### src/hw/rtl/frwl_pkg.sv
// Package for the fair reader/writer lock manager.
// Holds the request and outcome codes and the fixed field widths.
// No dependencies.
package frwl_pkg;

   localparam int MODE_W    = 2;
   localparam int OUTCOME_W = 3;
   localparam int ID_W      = 8;

   typedef enum logic [MODE_W-1:0] {
      MODE_LOCK_SHARED   = 2'd0,
      MODE_LOCK_EXCL     = 2'd1,
      MODE_UNLOCK_SHARED = 2'd2,
      MODE_UNLOCK_EXCL   = 2'd3
   } mode_type;

   typedef enum logic [OUTCOME_W-1:0] {
      OC_GRANTED  = 3'd0,
      OC_QUEUED   = 3'd1,
      OC_RELEASED = 3'd2,
      OC_MISMATCH = 3'd3,
      OC_FULL     = 3'd4,
      OC_OVERFLOW = 3'd5
   } outcome_type;

endpackage

### src/hw/rtl/fair_reader_writer_lock.sv
// Fair (FIFO) reader/writer lock manager. Depends on frwl_pkg and frwl_ram.
// A request's first result is valid the cycle after its transfer. A wake takes each shared
// waiter granted through grant, queue read, look-ahead and result, and the final grant
// through grant and result; the queue read is paced by the registered read port of the queue.
// The block takes one item at a time; req_stall is high until its last result is taken.
// Reset (synchronous, active high) empties the queue and frees the lock; queue RAM not cleared.
module fair_reader_writer_lock #(
   parameter int QUEUE_DEPTH = 16,
   parameter int ID_BITS     = 8,
   parameter int MAX_SHARED  = 255
) (
   input  logic                               clock,
   input  logic                               reset,
   // request channel
   input  logic                               req_valid,
   output logic                               req_stall,
   input  logic [frwl_pkg::MODE_W-1:0]        req_mode,
   input  logic [frwl_pkg::ID_W-1:0]          req_requester,
   // result channel
   output logic                               rsp_valid,
   input  logic                               rsp_stall,
   output logic [frwl_pkg::OUTCOME_W-1:0]     rsp_outcome,
   output logic [frwl_pkg::ID_W-1:0]          rsp_granted_id,
   output logic                               rsp_granted_exclusive,
   output logic                               rsp_last
);

   import frwl_pkg::*;

   // Only the low ID bits are kept; ids never exceed the 8-bit field.
   localparam int IDW = (ID_BITS < ID_W) ? ID_BITS : ID_W;
   localparam int EW  = IDW + 1;                       // id plus mode bit on top
   localparam int QIW = $clog2(QUEUE_DEPTH);           // queue index
   localparam int QCW = $clog2(QUEUE_DEPTH + 1);       // queue fill count
   localparam int HW  = $clog2(MAX_SHARED + 1);        // shared holder count

   // Sequencer: IDLE takes a request; GRANT pops the head waiter; PEEK waits on the
   // queue read of the new head; LOOK decides whether the wake goes on; RESULT holds
   // a result until the transfer.
   typedef enum logic [4:0] {
      ST_IDLE   = 5'b00001,
      ST_RESULT = 5'b00010,
      ST_GRANT  = 5'b00100,
      ST_PEEK   = 5'b01000,
      ST_LOOK   = 5'b10000
   } state_type;

   state_type   state_ff,     state_in;
   logic        held_excl_ff, held_excl_in;
   logic [HW-1:0]  holders_ff, holders_in;
   logic [QIW-1:0] head_ff,    head_in;
   logic [QIW-1:0] tail_ff,    tail_in;
   logic [QCW-1:0] count_ff,   count_in;
   logic        wake_ff,      wake_in;

   logic        rsp_valid_ff, rsp_valid_in;
   outcome_type rsp_outcome_ff, rsp_outcome_in;
   logic [ID_W-1:0] rsp_id_ff, rsp_id_in;
   logic        rsp_excl_ff,  rsp_excl_in;
   logic        rsp_last_ff,  rsp_last_in;

   // Wait queue port
   logic           ram_wr_en;
   logic [EW-1:0]  ram_wr_data;
   logic [EW-1:0]  ram_rd_data;

   logic req_xfer, rsp_xfer;

   assign req_stall = (state_ff != ST_IDLE);
   assign req_xfer  = req_valid && !req_stall;
   assign rsp_xfer  = rsp_valid_ff && !rsp_stall;

   frwl_ram #(
      .WIDTH (EW),
      .DEPTH (QUEUE_DEPTH)
   ) u_queue (
      .clock   (clock),
      .wr_en   (ram_wr_en),
      .wr_addr (tail_ff),
      .wr_data (ram_wr_data),
      .rd_addr (head_ff),
      .rd_data (ram_rd_data)
   );

   always_comb begin
      logic          q_empty;
      logic          q_full;
      logic          enq;
      logic          enq_excl;
      logic [IDW-1:0] req_id;
      logic [IDW-1:0] head_id;
      logic          head_excl;
      logic [QIW-1:0] head_next;
      logic [QIW-1:0] tail_next;

      state_in       = state_ff;
      held_excl_in   = held_excl_ff;
      holders_in     = holders_ff;
      head_in        = head_ff;
      tail_in        = tail_ff;
      count_in       = count_ff;
      wake_in        = wake_ff;
      rsp_valid_in   = rsp_valid_ff;
      rsp_outcome_in = rsp_outcome_ff;
      rsp_id_in      = rsp_id_ff;
      rsp_excl_in    = rsp_excl_ff;
      rsp_last_in    = rsp_last_ff;

      q_empty   = (count_ff == '0);
      q_full    = (count_ff >= QCW'(QUEUE_DEPTH));
      req_id    = req_requester[IDW-1:0];
      head_id   = ram_rd_data[IDW-1:0];
      head_excl = ram_rd_data[IDW];
      head_next = (head_ff == QIW'(QUEUE_DEPTH - 1)) ? '0 : head_ff + 1'b1;
      tail_next = (tail_ff == QIW'(QUEUE_DEPTH - 1)) ? '0 : tail_ff + 1'b1;
      enq       = 1'b0;
      enq_excl  = 1'b0;

      unique case (state_ff)
         ST_IDLE: begin
            if (req_xfer) begin
               rsp_valid_in   = 1'b1;
               rsp_last_in    = 1'b1;
               rsp_id_in      = '0;
               rsp_excl_in    = 1'b0;
               rsp_outcome_in = OC_MISMATCH;
               wake_in        = 1'b0;
               state_in       = ST_RESULT;
               case (mode_type'(req_mode))
                  MODE_LOCK_SHARED: begin
                     rsp_id_in = ID_W'(req_id);
                     if (!q_empty || held_excl_ff) begin
                        enq = 1'b1;
                     end else if (holders_ff >= HW'(MAX_SHARED)) begin
                        rsp_outcome_in = OC_OVERFLOW;
                     end else begin
                        holders_in     = holders_ff + 1'b1;
                        rsp_outcome_in = OC_GRANTED;
                     end
                  end
                  MODE_LOCK_EXCL: begin
                     rsp_id_in   = ID_W'(req_id);
                     rsp_excl_in = 1'b1;
                     if (q_empty && !held_excl_ff && holders_ff == '0) begin
                        held_excl_in   = 1'b1;
                        rsp_outcome_in = OC_GRANTED;
                     end else begin
                        enq      = 1'b1;
                        enq_excl = 1'b1;
                     end
                  end
                  MODE_UNLOCK_SHARED: begin
                     if (!held_excl_ff && holders_ff != '0) begin
                        holders_in     = holders_ff - 1'b1;
                        rsp_outcome_in = OC_RELEASED;
                        // last reader out with waiters: the head is always grantable
                        wake_in        = (holders_ff == HW'(1)) && !q_empty;
                        rsp_last_in    = !wake_in;
                     end
                  end
                  default: begin
                     if (held_excl_ff) begin
                        held_excl_in   = 1'b0;
                        rsp_outcome_in = OC_RELEASED;
                        wake_in        = !q_empty;
                        rsp_last_in    = q_empty;
                     end
                  end
               endcase
               if (enq) begin
                  if (q_full) begin
                     rsp_outcome_in = OC_FULL;
                  end else begin
                     tail_in        = tail_next;
                     count_in       = count_ff + 1'b1;
                     rsp_outcome_in = OC_QUEUED;
                  end
               end
            end
         end

         ST_RESULT: begin
            if (rsp_xfer) begin
               rsp_valid_in = 1'b0;
               state_in     = wake_ff ? ST_GRANT : ST_IDLE;
            end
         end

         ST_GRANT: begin
            // Pop the head waiter; unless it ends the wake, the result waits in the output
            // register until the look-ahead settles its last flag.
            head_in        = head_next;
            count_in       = count_ff - 1'b1;
            rsp_outcome_in = OC_GRANTED;
            rsp_id_in      = ID_W'(head_id);
            rsp_excl_in    = head_excl;
            if (head_excl) begin
               held_excl_in = 1'b1;
               rsp_valid_in = 1'b1;
               rsp_last_in  = 1'b1;
               wake_in      = 1'b0;
               state_in     = ST_RESULT;
            end else begin
               holders_in = holders_ff + 1'b1;
               if (count_ff == QCW'(1) || holders_ff >= HW'(MAX_SHARED - 1)) begin
                  rsp_valid_in = 1'b1;
                  rsp_last_in  = 1'b1;
                  wake_in      = 1'b0;
                  state_in     = ST_RESULT;
               end else begin
                  state_in = ST_PEEK;
               end
            end
         end

         ST_PEEK: begin
            state_in = ST_LOOK;
         end

         ST_LOOK: begin
            // Shared holders remain, so only a shared head keeps the wake going.
            wake_in      = !head_excl;
            rsp_last_in  = head_excl;
            rsp_valid_in = 1'b1;
            state_in     = ST_RESULT;
         end

         default: begin
            state_in = ST_IDLE;
         end
      endcase

      ram_wr_en   = enq && !q_full;
      ram_wr_data = {enq_excl, req_id};
   end

   always_ff @(posedge clock) begin
      if (reset) begin
         state_ff     <= ST_IDLE;
         held_excl_ff <= 1'b0;
         holders_ff   <= '0;
         head_ff      <= '0;
         tail_ff      <= '0;
         count_ff     <= '0;
         wake_ff      <= 1'b0;
         rsp_valid_ff <= 1'b0;
      end else begin
         state_ff     <= state_in;
         held_excl_ff <= held_excl_in;
         holders_ff   <= holders_in;
         head_ff      <= head_in;
         tail_ff      <= tail_in;
         count_ff     <= count_in;
         wake_ff      <= wake_in;
         rsp_valid_ff <= rsp_valid_in;
      end
   end

   // Result payload, loaded only while no result is on offer
   always_ff @(posedge clock) begin
      rsp_outcome_ff <= rsp_outcome_in;
      rsp_id_ff      <= rsp_id_in;
      rsp_excl_ff    <= rsp_excl_in;
      rsp_last_ff    <= rsp_last_in;
   end

   assign rsp_valid             = rsp_valid_ff;
   assign rsp_outcome           = rsp_outcome_ff;
   assign rsp_granted_id        = rsp_id_ff;
   assign rsp_granted_exclusive = rsp_excl_ff;
   assign rsp_last              = rsp_last_ff;

   // A result is on offer exactly while the sequencer sits in RESULT.
   a_valid_in_result: assert property (@(posedge clock) disable iff (reset)
      rsp_valid_ff == (state_ff == ST_RESULT))
      else $error("result valid outside RESULT state");

   // Exclusive ownership and shared holders never coexist.
   a_excl_no_readers: assert property (@(posedge clock) disable iff (reset)
      !(held_excl_ff && holders_ff != '0))
      else $error("exclusive holder alongside shared holders");

   // A wake only pops from a non-empty queue.
   a_grant_nonempty: assert property (@(posedge clock) disable iff (reset)
      (state_ff == ST_GRANT) |-> (count_ff != '0))
      else $error("wake grant from empty queue");

   // The fill count stays within the queue.
   a_count_bound: assert property (@(posedge clock) disable iff (reset)
      count_ff <= QCW'(QUEUE_DEPTH))
      else $error("queue count beyond depth");

endmodule

### src/hw/rtl/frwl_ram.sv
// Generic single-port-write, single-port-read RAM with registered read data.
// Used for the lock manager's wait queue. No dependencies.
module frwl_ram #(
   parameter int WIDTH = 9,
   parameter int DEPTH = 16
) (
   input  logic                     clock,
   input  logic                     wr_en,
   input  logic [$clog2(DEPTH)-1:0] wr_addr,
   input  logic [WIDTH-1:0]         wr_data,
   input  logic [$clog2(DEPTH)-1:0] rd_addr,
   output logic [WIDTH-1:0]         rd_data
);

   logic [WIDTH-1:0] mem_ff [DEPTH];
   logic [WIDTH-1:0] rd_data_ff;

   always_ff @(posedge clock) begin
      if (wr_en) begin
         mem_ff[wr_addr] <= wr_data;
      end
      rd_data_ff <= mem_ff[rd_addr];
   end

   assign rd_data = rd_data_ff;

endmodule
### config.mk
export PLATFORM = sky130hd
export DESIGN_NAME = fair_reader_writer_lock
export DESIGN_NICKNAME = d
export VERILOG_FILES = /design/src/hw/rtl/frwl_pkg.sv /design/src/hw/rtl/fair_reader_writer_lock.sv /design/src/hw/rtl/frwl_ram.sv
export SDC_FILE = /design/constraint.sdc
export NUM_CORES = 1
export LEC_CHECK = 0
export BUFFER_PORTS_ARGS = -buffer_cell sky130_fd_sc_hd__buf_2
export CORE_ASPECT_RATIO = 1.2
export CORE_UTILIZATION = 50
export DETAILED_ROUTE_END_ITERATION = 8
export HOLD_SLACK_MARGIN = 0.15
export PLACE_DENSITY = 0.75
export SLEW_MARGIN = 20
export SYNTH_ARGS = -nofsm -noshare
export SYNTH_HDL_FRONTEND = slang
export SYNTH_SLANG_ARGS = --single-unit
### constraint.sdc
create_clock -name clock -period 7.3 [get_ports clock]
set_input_delay 1.825 -clock clock [delete_from_list [all_inputs] [get_ports clock]]
set_output_delay 1.825 -clock clock [all_outputs]
set_load 0.01 [all_outputs]
== Yosys cells after proc, flatten, opt, wreduce, memory -nomap -nowiden ==
Memory sizes are Yosys's and may differ from the RTL's. A register that Yosys moved wholly into a read port is not among the register bits.
Cells that the tools add are included.
W data, S select, Z words.

* Output and inout bits: 15
* Bits in writable memories: 144
* Register bits after elaboration: 42
* Memories kept: 1

{| class="wikitable"
|+ Memory list
! name !! words !! width !! read ports !! clocked after memory_dff !! wr ports !! RTL line !! RTL
|-
| u_queue.mem_ff || 16 || 9 || 1 || 1 || 1 || frwl_ram.sv:15 || <nowiki>logic [WIDTH-1:0] mem_ff [DEPTH];</nowiki>
|}

* Multiplexer cells: 69
* $add $sub $neg: 6
* Equal/unequal tests: 25
* Bitwise logic cells: 1
* Reduce and logical (&&, ||, !) cells: 33
* Order comparisons: 3

{| class="wikitable"
|+ Operators with widths
! operator !! count
|-
| $mux W8 || 7
|-
| $pmux W8 S2 || 3
|-
| $mux W1 || 30
|-
| $mux W5 || 5
|-
| $pmux W5 S5 || 1
|-
| $mux W3 || 6
|-
| $ge A8 B8 Y1 const B || 2
|-
| $mux W4 || 4
|-
| $ne A2 B2 Y1 const B || 6
|-
| $ne A3 B3 Y1 const B || 4
|-
| $pmux W1 S2 || 6
|-
| $reduce_and A4 Y1 || 3
|-
| $eq A5 B1 Y1 const B || 2
|-
| $pmux W5 S2 || 1
|-
| $pmux W3 S3 || 1
|-
| $add A4 B1 Y4 const B || 2
|-
| $add A8 B1 Y8 const B || 1
|-
| $eq A4 B4 Y1 const B || 2
|-
| $eq A8 B1 Y1 const B || 1
|-
| $logic_not A8 Y1 || 1
|-
| $reduce_bool A8 Y1 || 1
|-
| $sub A8 B1 Y8 const B || 1
|-
| $logic_and A1 B1 Y1 || 7
|-
| $logic_not A1 Y1 || 7
|-
| 29 further kinds || 33
|}

== Depth between registers and ports, before layout ==
Gate-level depths: netlist of run 1.

* Depth in word-level cells: 12
* Depth in mapped cells: 8
* Depth with buffers taken out: 8

== Hierarchy ==
A second synthesis of run 1 with hierarchy kept.

* Cells, all modules: 569
* Area, all modules: 8494.4 µm²

{| class="wikitable"
|+ Modules (own cells, without submodules)
! module !! instances !! area an instance (µm²) !! cells an instance !! sequential area each (µm²)
|-
| frwl_ram || 1 || 5780.5 || 254 || 4504.3
|-
| fair_reader_writer_lock || 1 || 2713.9 || 315 || 970.9
|}

== Worst setup path after synthesis of run 1 ==
Ideal clock, no wire load.

* Kind: input-to-reg
* From: in req_mode[0] in the netlist's numbering
* To: mem u_queue.mem_ff[11][0] (enable)
* Arrival time: 3.231 ns
* Cell stages on the path: 5
* Path buffers: 2
* Setup slack: 3.731 ns
* Library setup time: 0.338 ns
* Cell sequence: clkbuf_1 > o21ai_0 > a211oi_2 > buf_2 > and3_1

* Cells in the longest elaborated chain, start to end: 9
* Elaborated cells on any way between the ends: 10
* Those cells by class: eq/ne: 1; mux: 7; reduce/logical: 2

{| class="wikitable"
|+ Ends and longest elaborated chain
! item !! RTL line !! RTL
|-
| start: declaration || fair_reader_writer_lock.sv:17 || <nowiki>input logic [frwl_pkg::MODE_W-1:0] req_mode,</nowiki>
|-
| $eq A2 B1 Y1 / $logic_not A2 Y1 (equally long branches) || fair_reader_writer_lock.sv:129 || <nowiki>case (mode_type'(req_mode))</nowiki>
|-
| $pmux W1 S2 * || fair_reader_writer_lock.sv:129 ||
|-
| $mux W1 * || fair_reader_writer_lock.sv:121 || <nowiki>if (req_xfer) begin</nowiki>
|-
| $mux W1 * || fair_reader_writer_lock.sv:119 || <nowiki>unique case (state_ff)</nowiki>
|-
| $mux W1 * || fair_reader_writer_lock.sv:121 ||
|-
| $mux W1 * || fair_reader_writer_lock.sv:119 ||
|-
| $logic_and A1 B1 Y1 * || fair_reader_writer_lock.sv:233 || <nowiki>ram_wr_en = enq && !q_full;</nowiki>
|-
| $mux W1 * || frwl_ram.sv:19 || <nowiki>if (wr_en) begin</nowiki>
|-
| $mux W1 (not written as such) * || frwl_ram.sv:20 || <nowiki>mem_ff[wr_addr] <= wr_data;</nowiki>
|-
| end: declaration || frwl_ram.sv:15 ||
|}

Every way passes the cells marked *; elsewhere a longest branch is shown, timed or not. The select of a mux whose other input is x is not followed.

== Worst setup path after layout of run 1 ==
* From: reg state_ff[3]
* To: out req_stall

* Cells in the longest elaborated chain, start to end: 1

{| class="wikitable"
|+ Ends and longest elaborated chain
! item !! RTL line !! RTL
|-
| start: declaration || fair_reader_writer_lock.sv:48 || <nowiki>state_type state_ff, state_in;</nowiki>
|-
| start signal: assignment || fair_reader_writer_lock.sv:248 || <nowiki>state_ff <= state_in;</nowiki>
|-
| $ne A5 B1 Y1 || fair_reader_writer_lock.sv:69 || <nowiki>assign req_stall = (state_ff != ST_IDLE);</nowiki>
|-
| end: declaration || fair_reader_writer_lock.sv:16 || <nowiki>output logic req_stall,</nowiki>
|}

Every way passes these cells.

==> results of run 1 <==
path summary, 6_finish.rpt:
| kind | startpoint | endpoint | depth (start not counted) |
|---|---|---|---|
| setup / recovery | state_ff[3]$_SDFFE_PP0P_ | req_stall | 3 |
| hold / removal | rsp_valid$_SDFFE_PP0P_ | rsp_valid$_SDFFE_PP0P_ | 2 |
| setup reg to reg | state_ff[3]$_SDFFE_PP0P_ | u_queue.mem_ff[7][1]$_DFFE_PP_ | 4 |
| hold reg to reg | rsp_valid$_SDFFE_PP0P_ | rsp_valid$_SDFFE_PP0P_ | 2 |
placed cells by master (no fill, tap or decap), drive strengths merged, types with 3 or more instances in the layout:
master  instances
o311ai          4
nor4            4
dfxtp          38
nor2b          13
nor2           26
clkinv          4
nand3          15
o21a            4
clkbuf         19
or3             5
nor3           16
nand2          31
xor2            3
ha             14
mux2i          17
o21ai          14
mux4           36
nand4           3
or3b            3
edfxtp        157
nor3b           4
a21oi          25
a211oi         16
or2             3
buf            34
and3           18
nand3b          3
inv            17
cell type report:
| cell class | instances | share of cell area |
|---|---|---|
| Inverter | 12 | 0.00489 |
| Clock inverter | 13 | 0.0162 |
| Clock buffer | 19 | 0.0470 |
| Tap cell | 212 | 0.0288 |
| Sequential cell | 195 | 0.595 |
| Timing Repair Buffer | 34 | 0.0201 |
| Multi-Input combinational cell | 309 | 0.288 |
metrics by stage:
stage,instance area (sq um),utilization,setup WS (ns)
after CTS,9200,0.567,3.56
after detailed placement,8620,0.532,3.36
after global routing,9200,0.568,3.46
final,9200,0.568,3.57
after floorplan,8300,-,3.73
after global placement,8620,0.532,3.53
cell families (layout without fill, tap and decap cells):
group                    after synthesis  count (layout)
flip-flops                           195             195
multiplexers                          55              55
XOR/XNOR                               5               5
AO/OA/AOI/OAI                         80              80
AND/OR/NAND/NOR                      155             155
adder cells (fa/ha/maj)               14              14
buffers and inverters                 41              78
registers in the layout (all words and copies together), names as in the netlist, 3 cells and up:
name	flops
u_queue.mem_ff	144
u_queue.rd_data	9
holders_ff	8
rsp_granted_id	8
count_ff	5
state_ff	5
head_ff	4
tail_ff	4
rsp_outcome	3
routing by layer:
layer | vias to the layer above | global-route usage
li1 | 2184 | -
met1 | 2433 | 0.270
met2 | 209 | 0.345
met3 | 26 | 0.0375
met4 | 0 | 0.0882
met5 | - | 0
worst max-delay path, delay by kind of cell, from the launching register on:
| kind | cells | cell delay, ns |
|---|---|---|
| buffers and inverters | 1 | 0.23 |
| flip-flops | 1 | 0.37 |
| AND/OR/NAND/NOR | 2 | 0.87 |
power groups by stage:
stage | Sequential (W) | Combinational, W | Clock, W
2_1_floorplan | 0.00127 | 0.000128 | 0
3_3_place_gp | 0.00127 | 0.000175 | 0
3_5_place_dp | 0.00127 | 0.000181 | 0
4_1_cts | 0.00125 | 0.000182 | 0.000937
5_1_grt | 0.00125 | 0.000202 | 0.000978
6_report | 0.00125 | 0.000183 | 0.000927
==> flow_results.xml, run 1 <==
<?xml version="1.0" encoding="UTF-8"?>
<metrics>
  <group name="job">
    <metric name="max-cap-violations" unit="">0</metric>
  </group>
  <group name="run_status">
    <metric name="status" unit="">finished, final reports clean</metric>
  </group>
  <group name="synthesis">
    <metric name="syn_area" unit="sq mm">0.00830</metric>
    <metric name="synth.most_common_cell" unit="">sky130_fd_sc_hd__edfxtp_1</metric>
    <metric name="synth-xor-area-share" unit="">0.00528</metric>
    <metric name="synth-seq-area-share" unit="">0.660</metric>
    <metric name="synth_fa_ha_area_frac" unit="">0.0211</metric>
    <metric name="yosys_warnings" unit="">0</metric>
    <metric name="main_combinational_cell_family_by_area_after_synthesis" unit="">multiplexers</metric>
    <metric name="synth_compound_area_frac" unit="">0.0698</metric>
    <metric name="per_instance_average_area_after_synthesis" unit="sq um">15.2</metric>
    <metric name="yosys-top-cells-count" unit="">157 x sky130_fd_sc_hd__edfxtp_1, 38 x sky130_fd_sc_hd__dfxtp_1, 36 x sky130_fd_sc_hd__mux4_2</metric>
    <metric name="synth.mux.area_fraction" unit="">0.121</metric>
    <metric name="ys.flop_type" unit="">sky130_fd_sc_hd__edfxtp_1</metric>
    <metric name="synthDominantAreaCellType" unit="">sky130_fd_sc_hd__edfxtp_1</metric>
    <metric name="synthesis.instances" unit="">545</metric>
    <metric name="post-synth-top-area-fraction" unit="">0.568</metric>
    <metric name="net_count_after_synthesis" unit="">573</metric>
    <metric name="synth_edf_count" unit="">157</metric>
    <metric name="number_of_synthesized_register_bits" unit="">195</metric>
    <metric name="synth_async_sr_flop_share" unit="">0</metric>
    <metric name="netlist_top_cells_area" unit="">sky130_fd_sc_hd__edfxtp_1 57%, sky130_fd_sc_hd__mux4_2 9.8%, sky130_fd_sc_hd__dfxtp_1 9.2%, sky130_fd_sc_hd__ha_1 2.1%, sky130_fd_sc_hd__mux2i_1 2.1%</metric>
    <metric name="synth.lib_cells_used.distinct" unit="">59</metric>
    <metric name="synth_simple_gate_area_share" unit="">0.101</metric>
  </group>
  <group name="timing">
    <metric name="setup_viol_count_final" unit="">0</metric>
    <metric name="finalSetupTns" unit="ns">0</metric>
    <metric name="hold-worst-slack" unit="ns">0.495</metric>
    <metric name="timing.clock.skew" unit="ns">0.0109</metric>
    <metric name="timing_hold_violations_final" unit="">0</metric>
    <metric name="timing_worst_slew_pin_value" unit="ns">0.846</metric>
    <metric name="post-route-min-period" unit="ns">3.73</metric>
    <metric name="rsz_0062_raised_after_global_routing" unit="">false</metric>
    <metric name="final_max_slew_viol_count" unit="">0</metric>
    <metric name="fmax" unit="MHz">268</metric>
    <metric name="slew_headroom" unit="">0.435</metric>
    <metric name="post-route-period-util" unit="">0.511</metric>
  </group>
  <group name="grt">
    <metric name="grt_overflow" unit="">0</metric>
    <metric name="grt_antenna_before_repair" unit="">0</metric>
    <metric name="grt_use_total" unit="">0.208</metric>
    <metric name="via_count_of_the_first_global_routing_pass" unit="">4833</metric>
    <metric name="pin_count_of_the_biggest_net_entering_global_routing" unit="">42</metric>
    <metric name="grt_first_pass_wirelength" unit="mm">26.3</metric>
  </group>
  <group name="route">
    <metric name="drt_drc_violations_left" unit="">0</metric>
    <metric name="drt-pass1-iter-count" unit="">5</metric>
    <metric name="met2_wirelength" unit="mm">8.28</metric>
    <metric name="drt-initial-drc-count" unit="">462</metric>
    <metric name="maxUsedRoutingLayer" unit="">met4</metric>
    <metric name="wl_per_cell" unit="microns">20.8</metric>
    <metric name="postRouteWirelength" unit="mm">16.5</metric>
    <metric name="wirelength_met1" unit="mm">6.86</metric>
    <metric name="postRouteAntennaNets" unit="">0</metric>
    <metric name="vias_per_cell" unit="">6.11</metric>
    <metric name="routed-via-count" unit="">4852</metric>
    <metric name="wl_met3" unit="mm">1.03</metric>
  </group>
  <group name="die">
    <metric name="num_io_pins" unit="">29</metric>
    <metric name="number_of_rows_created_at_floorplan" unit="">51</metric>
    <metric name="die_height" unit="microns">143</metric>
    <metric name="fp.dieArea" unit="sq mm">0.0171</metric>
    <metric name="core-area" unit="sq mm">0.0162</metric>
    <metric name="start_util" unit="">0.512</metric>
    <metric name="die_x" unit="microns">120</metric>
  </group>
  <group name="power_and_ir_drop">
    <metric name="power-per-cell-area" unit="mW/mm^2">256</metric>
    <metric name="report.power.total" unit="W">0.00236</metric>
    <metric name="power_frac_seq" unit="">0.529</metric>
    <metric name="swShare" unit="">0.234</metric>
    <metric name="switchingPower" unit="W">0.000552</metric>
    <metric name="total_leakage_power" unit="nW">3.06</metric>
    <metric name="pwr-share-clk" unit="">0.393</metric>
    <metric name="comb_power_share" unit="">0.078</metric>
    <metric name="cell_internal_pwr" unit="W">0.00181</metric>
    <metric name="peakVddDrop" unit="mV">0.167</metric>
  </group>
  <group name="layout">
    <metric name="final_net_count" unit="">597</metric>
    <metric name="final-instance-count-excl-fill" unit="">794</metric>
    <metric name="n_antenna_cell" unit="">0</metric>
    <metric name="area_delta_synth_final" unit="%">10.9</metric>
    <metric name="post_route_cells_drive_above_1_share" unit="">0.210</metric>
    <metric name="multi_input_area" unit="sq mm">0.00265</metric>
    <metric name="fill_cells" unit="">1251</metric>
    <metric name="sequential_cell_area" unit="sq mm">0.00548</metric>
  </group>
  <group name="placement">
    <metric name="dp_cells" unit="">762</metric>
    <metric name="io_buffers" unit="">28</metric>
    <metric name="dp_hpwl" unit="mm">10.5</metric>
    <metric name="finalWeightedCongestion" unit="">0.888</metric>
  </group>
  <group name="worst_setup_path">
    <metric name="endpoint_kind" unit="">output port</metric>
    <metric name="timing.critical_path.slowest_cell_delay" unit="ns">0.54</metric>
    <metric name="worst_ep_arrival_time" unit="ns">1.91</metric>
    <metric name="worst_path_max_delay_cell" unit="">sky130_fd_sc_hd__nor3_1</metric>
    <metric name="crit_type" unit="">flip-flop to output port</metric>
    <metric name="critPathLaunchType" unit="">flip-flop</metric>
    <metric name="cp.required" unit="ns">5.48</metric>
    <metric name="worst-r2r-setup-slack" unit="ns">4.52</metric>
    <metric name="critical_path.max_fanout" unit="">8</metric>
    <metric name="crit_chain" unit="">nor3_1, nand3b_2, buf_2</metric>
  </group>
  <group name="clock_network">
    <metric name="numCtsBuffers" unit="">17</metric>
    <metric name="clock_tree_from_tritoncts" unit="">yes</metric>
    <metric name="clockBufferDepth" unit="">2</metric>
    <metric name="path_clk_slew" unit="ns">0.07</metric>
    <metric name="cts_root_buf" unit="">sky130_fd_sc_hd__clkbuf_16</metric>
    <metric name="htree_levels" unit="">4</metric>
    <metric name="cts_resized" unit="">0</metric>
    <metric name="clock_network_latency_to_the_later_pin_of_the_worst_skew_pair" unit="ns">0.44</metric>
    <metric name="postCtsSetupRepairBufs" unit="">0</metric>
    <metric name="post_cts_hold_buffer_count" unit="">0</metric>
    <metric name="numClockSinks" unit="">195</metric>
  </group>
  <group name="hold_path">
    <metric name="min_path_type" unit="">flip-flop to flip-flop</metric>
  </group>
</metrics>
No activity file was read; power rests on OpenSTA's default activity.
==> run 2, diff against run 1 <==
--- a/config.mk
+++ b/config.mk
@@ -5,12 +5,13 @@
 export SDC_FILE = /design/constraint.sdc
 export NUM_CORES = 1
 export LEC_CHECK = 0
+export ABC_AREA = 1
 export BUFFER_PORTS_ARGS = -buffer_cell sky130_fd_sc_hd__buf_2
 export CORE_ASPECT_RATIO = 1.2
 export CORE_UTILIZATION = 50
 export DETAILED_ROUTE_END_ITERATION = 8
 export HOLD_SLACK_MARGIN = 0.15
-export PLACE_DENSITY = 0.75
+export PLACE_DENSITY = 0.78
 export SLEW_MARGIN = 20
 export SYNTH_ARGS = -nofsm -noshare
 export SYNTH_HDL_FRONTEND = slang
==> constraint.sdc (replaced) <==
create_clock -name clock -period 3.4 [get_ports clock]
set_input_delay 0.85 -clock clock [delete_from_list [all_inputs] [get_ports clock]]
set_output_delay 0.85 -clock clock [all_outputs]
set_load 0.01 [all_outputs]
==> flow_results.xml, run 2 <==
<?xml version="1.0" encoding="UTF-8"?>
<metrics>
  <group name="clock_network">
    <metric name="cts_resized" unit="">0</metric>
    <metric name="post_cts_hold_buffer_count" unit="">0</metric>
    <metric name="numClockSinks" unit="">195</metric>
    <metric name="clockBufferDepth" unit="">2</metric>
    <metric name="htree_levels" unit="">4</metric>
    <metric name="cts_root_buf" unit="">sky130_fd_sc_hd__clkbuf_16</metric>
    <metric name="numCtsBuffers" unit="">17</metric>
    <metric name="postCtsSetupRepairBufs" unit="">0</metric>
    <metric name="clock_network_latency_to_the_later_pin_of_the_worst_skew_pair" unit="ns">0.43</metric>
    <metric name="clock_tree_from_tritoncts" unit="">yes</metric>
    <metric name="path_clk_slew" unit="ns">0.07</metric>
  </group>
  <group name="layout">
    <metric name="layout.cells.most_common_list" unit="">157 x sky130_fd_sc_hd__edfxtp_1, 143 x sky130_fd_sc_hd__nor2_1, 122 x sky130_fd_sc_hd__nand2_1</metric>
    <metric name="largest_register_ffs" unit="">144</metric>
    <metric name="layout.cells.most_common" unit="">sky130_fd_sc_hd__edfxtp_1</metric>
    <metric name="post_route_cells_drive_above_1_share" unit="">0.151</metric>
    <metric name="largest_reg_by_ff_count" unit="">u_queue.mem_ff</metric>
    <metric name="final-instance-count-excl-fill" unit="">1063</metric>
    <metric name="final_net_count" unit="">862</metric>
    <metric name="area_delta_synth_final" unit="%">10.6</metric>
    <metric name="n_antenna_cell" unit="">0</metric>
    <metric name="fin_util" unit="">0.567</metric>
  </group>
  <group name="synthesis">
    <metric name="synth.lib_cells_used.distinct" unit="">41</metric>
    <metric name="synthesis.instances" unit="">804</metric>
    <metric name="synth_edf_count" unit="">157</metric>
    <metric name="synth.most_common_cell" unit="">sky130_fd_sc_hd__edfxtp_1</metric>
    <metric name="synth-seq-area-share" unit="">0.628</metric>
    <metric name="number_of_synthesized_register_bits" unit="">195</metric>
    <metric name="syn_area" unit="sq mm">0.00872</metric>
    <metric name="post-synth-top-area-fraction" unit="">0.541</metric>
    <metric name="net_count_after_synthesis" unit="">832</metric>
    <metric name="synthDominantAreaCellType" unit="">sky130_fd_sc_hd__edfxtp_1</metric>
    <metric name="synth_async_sr_flop_share" unit="">0</metric>
    <metric name="ys.flop_type" unit="">sky130_fd_sc_hd__edfxtp_1</metric>
    <metric name="netlist_top_cells_area" unit="">sky130_fd_sc_hd__edfxtp_1 54%, sky130_fd_sc_hd__dfxtp_1 8.7%, sky130_fd_sc_hd__nor2_1 6.2%, sky130_fd_sc_hd__nand2_1 5.3%, sky130_fd_sc_hd__nand3_1 2.8%</metric>
    <metric name="per_instance_average_area_after_synthesis" unit="sq um">10.8</metric>
    <metric name="yosys_warnings" unit="">0</metric>
    <metric name="yosys-top-cells-count" unit="">157 x sky130_fd_sc_hd__edfxtp_1, 143 x sky130_fd_sc_hd__nor2_1, 122 x sky130_fd_sc_hd__nand2_1</metric>
  </group>
  <group name="power_and_ir_drop">
    <metric name="total_leakage_power" unit="nW">3.52</metric>
    <metric name="power_frac_seq" unit="">0.508</metric>
    <metric name="switchingPower" unit="W">0.00153</metric>
    <metric name="cell_internal_pwr" unit="W">0.00394</metric>
    <metric name="pwr-share-clk" unit="">0.342</metric>
    <metric name="comb_power_share" unit="">0.150</metric>
    <metric name="swShare" unit="">0.280</metric>
    <metric name="power-per-cell-area" unit="mW/mm^2">568</metric>
    <metric name="peakVddDrop" unit="mV">0.323</metric>
  </group>
  <group name="die">
    <metric name="fp.dieArea" unit="sq mm">0.0180</metric>
    <metric name="num_io_pins" unit="">29</metric>
    <metric name="die_x" unit="microns">123</metric>
    <metric name="core-area" unit="sq mm">0.0170</metric>
    <metric name="number_of_rows_created_at_floorplan" unit="">52</metric>
    <metric name="start_util" unit="">0.513</metric>
    <metric name="die_height" unit="microns">147</metric>
  </group>
  <group name="hold_path">
    <metric name="hp-start" unit="">wake_ff$_SDFFE_PP0P_</metric>
    <metric name="min_path_type" unit="">flip-flop to flip-flop</metric>
  </group>
  <group name="worst_setup_path">
    <metric name="worst_r2r_startpoint" unit="">holders_ff[0]$_SDFFE_PP0P_</metric>
    <metric name="critical_path.max_fanout" unit="">9</metric>
    <metric name="setup.worst_path.start" unit="">holders_ff[0]$_SDFFE_PP0P_</metric>
    <metric name="crit_type" unit="">flip-flop to flip-flop</metric>
    <metric name="critPathLaunchType" unit="">flip-flop</metric>
    <metric name="endpoint_kind" unit="">flip-flop</metric>
    <metric name="worst_ep_arrival_time" unit="ns">2.54</metric>
    <metric name="cp.required" unit="ns">3.46</metric>
  </group>
  <group name="route">
    <metric name="postRouteWirelength" unit="mm">18.2</metric>
    <metric name="drt-initial-drc-count" unit="">444</metric>
    <metric name="drt-pass1-iter-count" unit="">5</metric>
    <metric name="vias_per_cell" unit="">5.55</metric>
    <metric name="drt_drc_violations_left" unit="">0</metric>
    <metric name="routed-via-count" unit="">5902</metric>
    <metric name="wl_per_cell" unit="microns">17.1</metric>
    <metric name="postRouteAntennaNets" unit="">0</metric>
  </group>
  <group name="timing">
    <metric name="post-route-min-period" unit="ns">2.49</metric>
    <metric name="setup_viol_count_final" unit="">0</metric>
    <metric name="finalSetupTns" unit="ns">0</metric>
    <metric name="slew_headroom" unit="">0.466</metric>
    <metric name="final_max_slew_viol_count" unit="">0</metric>
    <metric name="timing_worst_slew_pin_value" unit="ns">0.801</metric>
    <metric name="fmax" unit="MHz">402</metric>
    <metric name="post-route-period-util" unit="">0.732</metric>
    <metric name="timing_hold_violations_final" unit="">0</metric>
    <metric name="rsz_0062_raised_after_global_routing" unit="">false</metric>
    <metric name="timing.clock.skew" unit="ns">0.00803</metric>
  </group>
  <group name="placement">
    <metric name="dp_cells" unit="">1031</metric>
    <metric name="dp_hpwl" unit="mm">12.0</metric>
    <metric name="io_buffers" unit="">28</metric>
    <metric name="finalWeightedCongestion" unit="">0.900</metric>
  </group>
  <group name="grt">
    <metric name="pin_count_of_the_biggest_net_entering_global_routing" unit="">76</metric>
    <metric name="grt_antenna_before_repair" unit="">0</metric>
    <metric name="via_count_of_the_first_global_routing_pass" unit="">5561</metric>
    <metric name="grt_overflow" unit="">0</metric>
    <metric name="grt_first_pass_wirelength" unit="mm">28.8</metric>
    <metric name="grt_use_total" unit="">0.214</metric>
  </group>
  <group name="run_status">
    <metric name="status" unit="">finished, final reports clean</metric>
  </group>
  <group name="job">
    <metric name="max-cap-violations" unit="">0</metric>
  </group>
</metrics>
run 2: changes by cell type after synthesis, moves of 13 or more:
cell | before | now
sky130_fd_sc_hd__and3_1 | 16 | 0
sky130_fd_sc_hd__inv_1 | 12 | 37
sky130_fd_sc_hd__mux4_2 | 36 | 0
sky130_fd_sc_hd__nand2_1 | 31 | 122
sky130_fd_sc_hd__nand3_1 | 15 | 49
sky130_fd_sc_hd__nor2_1 | 26 | 143
sky130_fd_sc_hd__nor2b_1 | 13 | 0
sky130_fd_sc_hd__o21ai_0 | 14 | 47
sky130_fd_sc_hd__o32ai_1 | 0 | 18
run 2: critical path: stages (launching register included):
cell and delay (ns):
sky130_fd_sc_hd__dfxtp_1 0.46, sky130_fd_sc_hd__inv_1 0.14, sky130_fd_sc_hd__ha_1 0.25, sky130_fd_sc_hd__nand2_4 0.09, sky130_fd_sc_hd__nor2_2 0.05, sky130_fd_sc_hd__nand2_2 0.09
sky130_fd_sc_hd__nand2_4 0.07, sky130_fd_sc_hd__nand2_4 0.09, sky130_fd_sc_hd__nand3_4 0.14, sky130_fd_sc_hd__inv_8 0.15, sky130_fd_sc_hd__nand2_4 0.07, sky130_fd_sc_hd__nor2_1 0.52
run 2: area by class of cell:
cell class | instances | area (sq um)
inverter | 50 | 195
sequential | 195 | 5480
clock buffer | 19 | 433
timing repair buffer | 45 | 268
clock inverter | 13 | 119
fill | 1415 | 7340
multi-input combinational | 525 | 2870
tap | 216 | 270
run 2: per-stage QoR:
| stage | worst slack (ns) | power, W | hold WS, ns | instance area [sq um] |
|---|---|---|---|---|
| global route | 0.745 | 0.00572 | 0.527 | 9640 |
| detailed placement | 0.552 | 0.00365 | 0.482 | 9080 |
| CTS | 0.911 | 0.00551 | 0.492 | 9640 |
| floorplan | 0.991 | 0.00345 | 0.442 | 8720 |
| finish | 0.913 | 0.00547 | 0.483 | 9640 |
| global placement | 0.665 | 0.00363 | 0.468 | 9080 |
run 2: cells by family (layout without fill, tap and decap cells):
kind of cell             Yosys count  count (layout)  synth area share
AO/OA/AOI/OAI                    107             107            0.0787
XOR/XNOR                          18              18            0.0181
adder cells (fa/ha/maj)           14              14            0.0201
buffers and inverters             84             127            0.0421
flip-flops                       195             195             0.628
multiplexers                      14              14            0.0161
AND/OR/NAND/NOR                  372             372             0.197
run 2: power by group through the flow:
stage	Clock [W]	Sequential, W	Combinational, W
floorplan	0	0.00281	0.000635
global placement	0	0.00283	0.000800
detailed placement	0	0.00283	0.000819
CTS	0.00191	0.00278	0.000824
global route	0.00200	0.00279	0.000922
finish	0.00187	0.00278	0.000821
run 2: worst paths after layout:
kind,to,cells past startpoint,slack [ns]
setup / recovery,u_queue.mem_ff[2][6]$_DFFE_PP_,11,0.91
hold / removal,state_ff[2]$_SDFFE_PP0P_,2,0.48
setup reg to reg,u_queue.mem_ff[2][6]$_DFFE_PP_,11,0.91
hold reg to reg,state_ff[2]$_SDFFE_PP0P_,2,0.48
run 2: layer usage:
layer  GRT usage  share of wire
met1       0.280           0.43
met2       0.356           0.50
met3      0.0363          0.047
met4      0.0713          0.017
met5           0              0
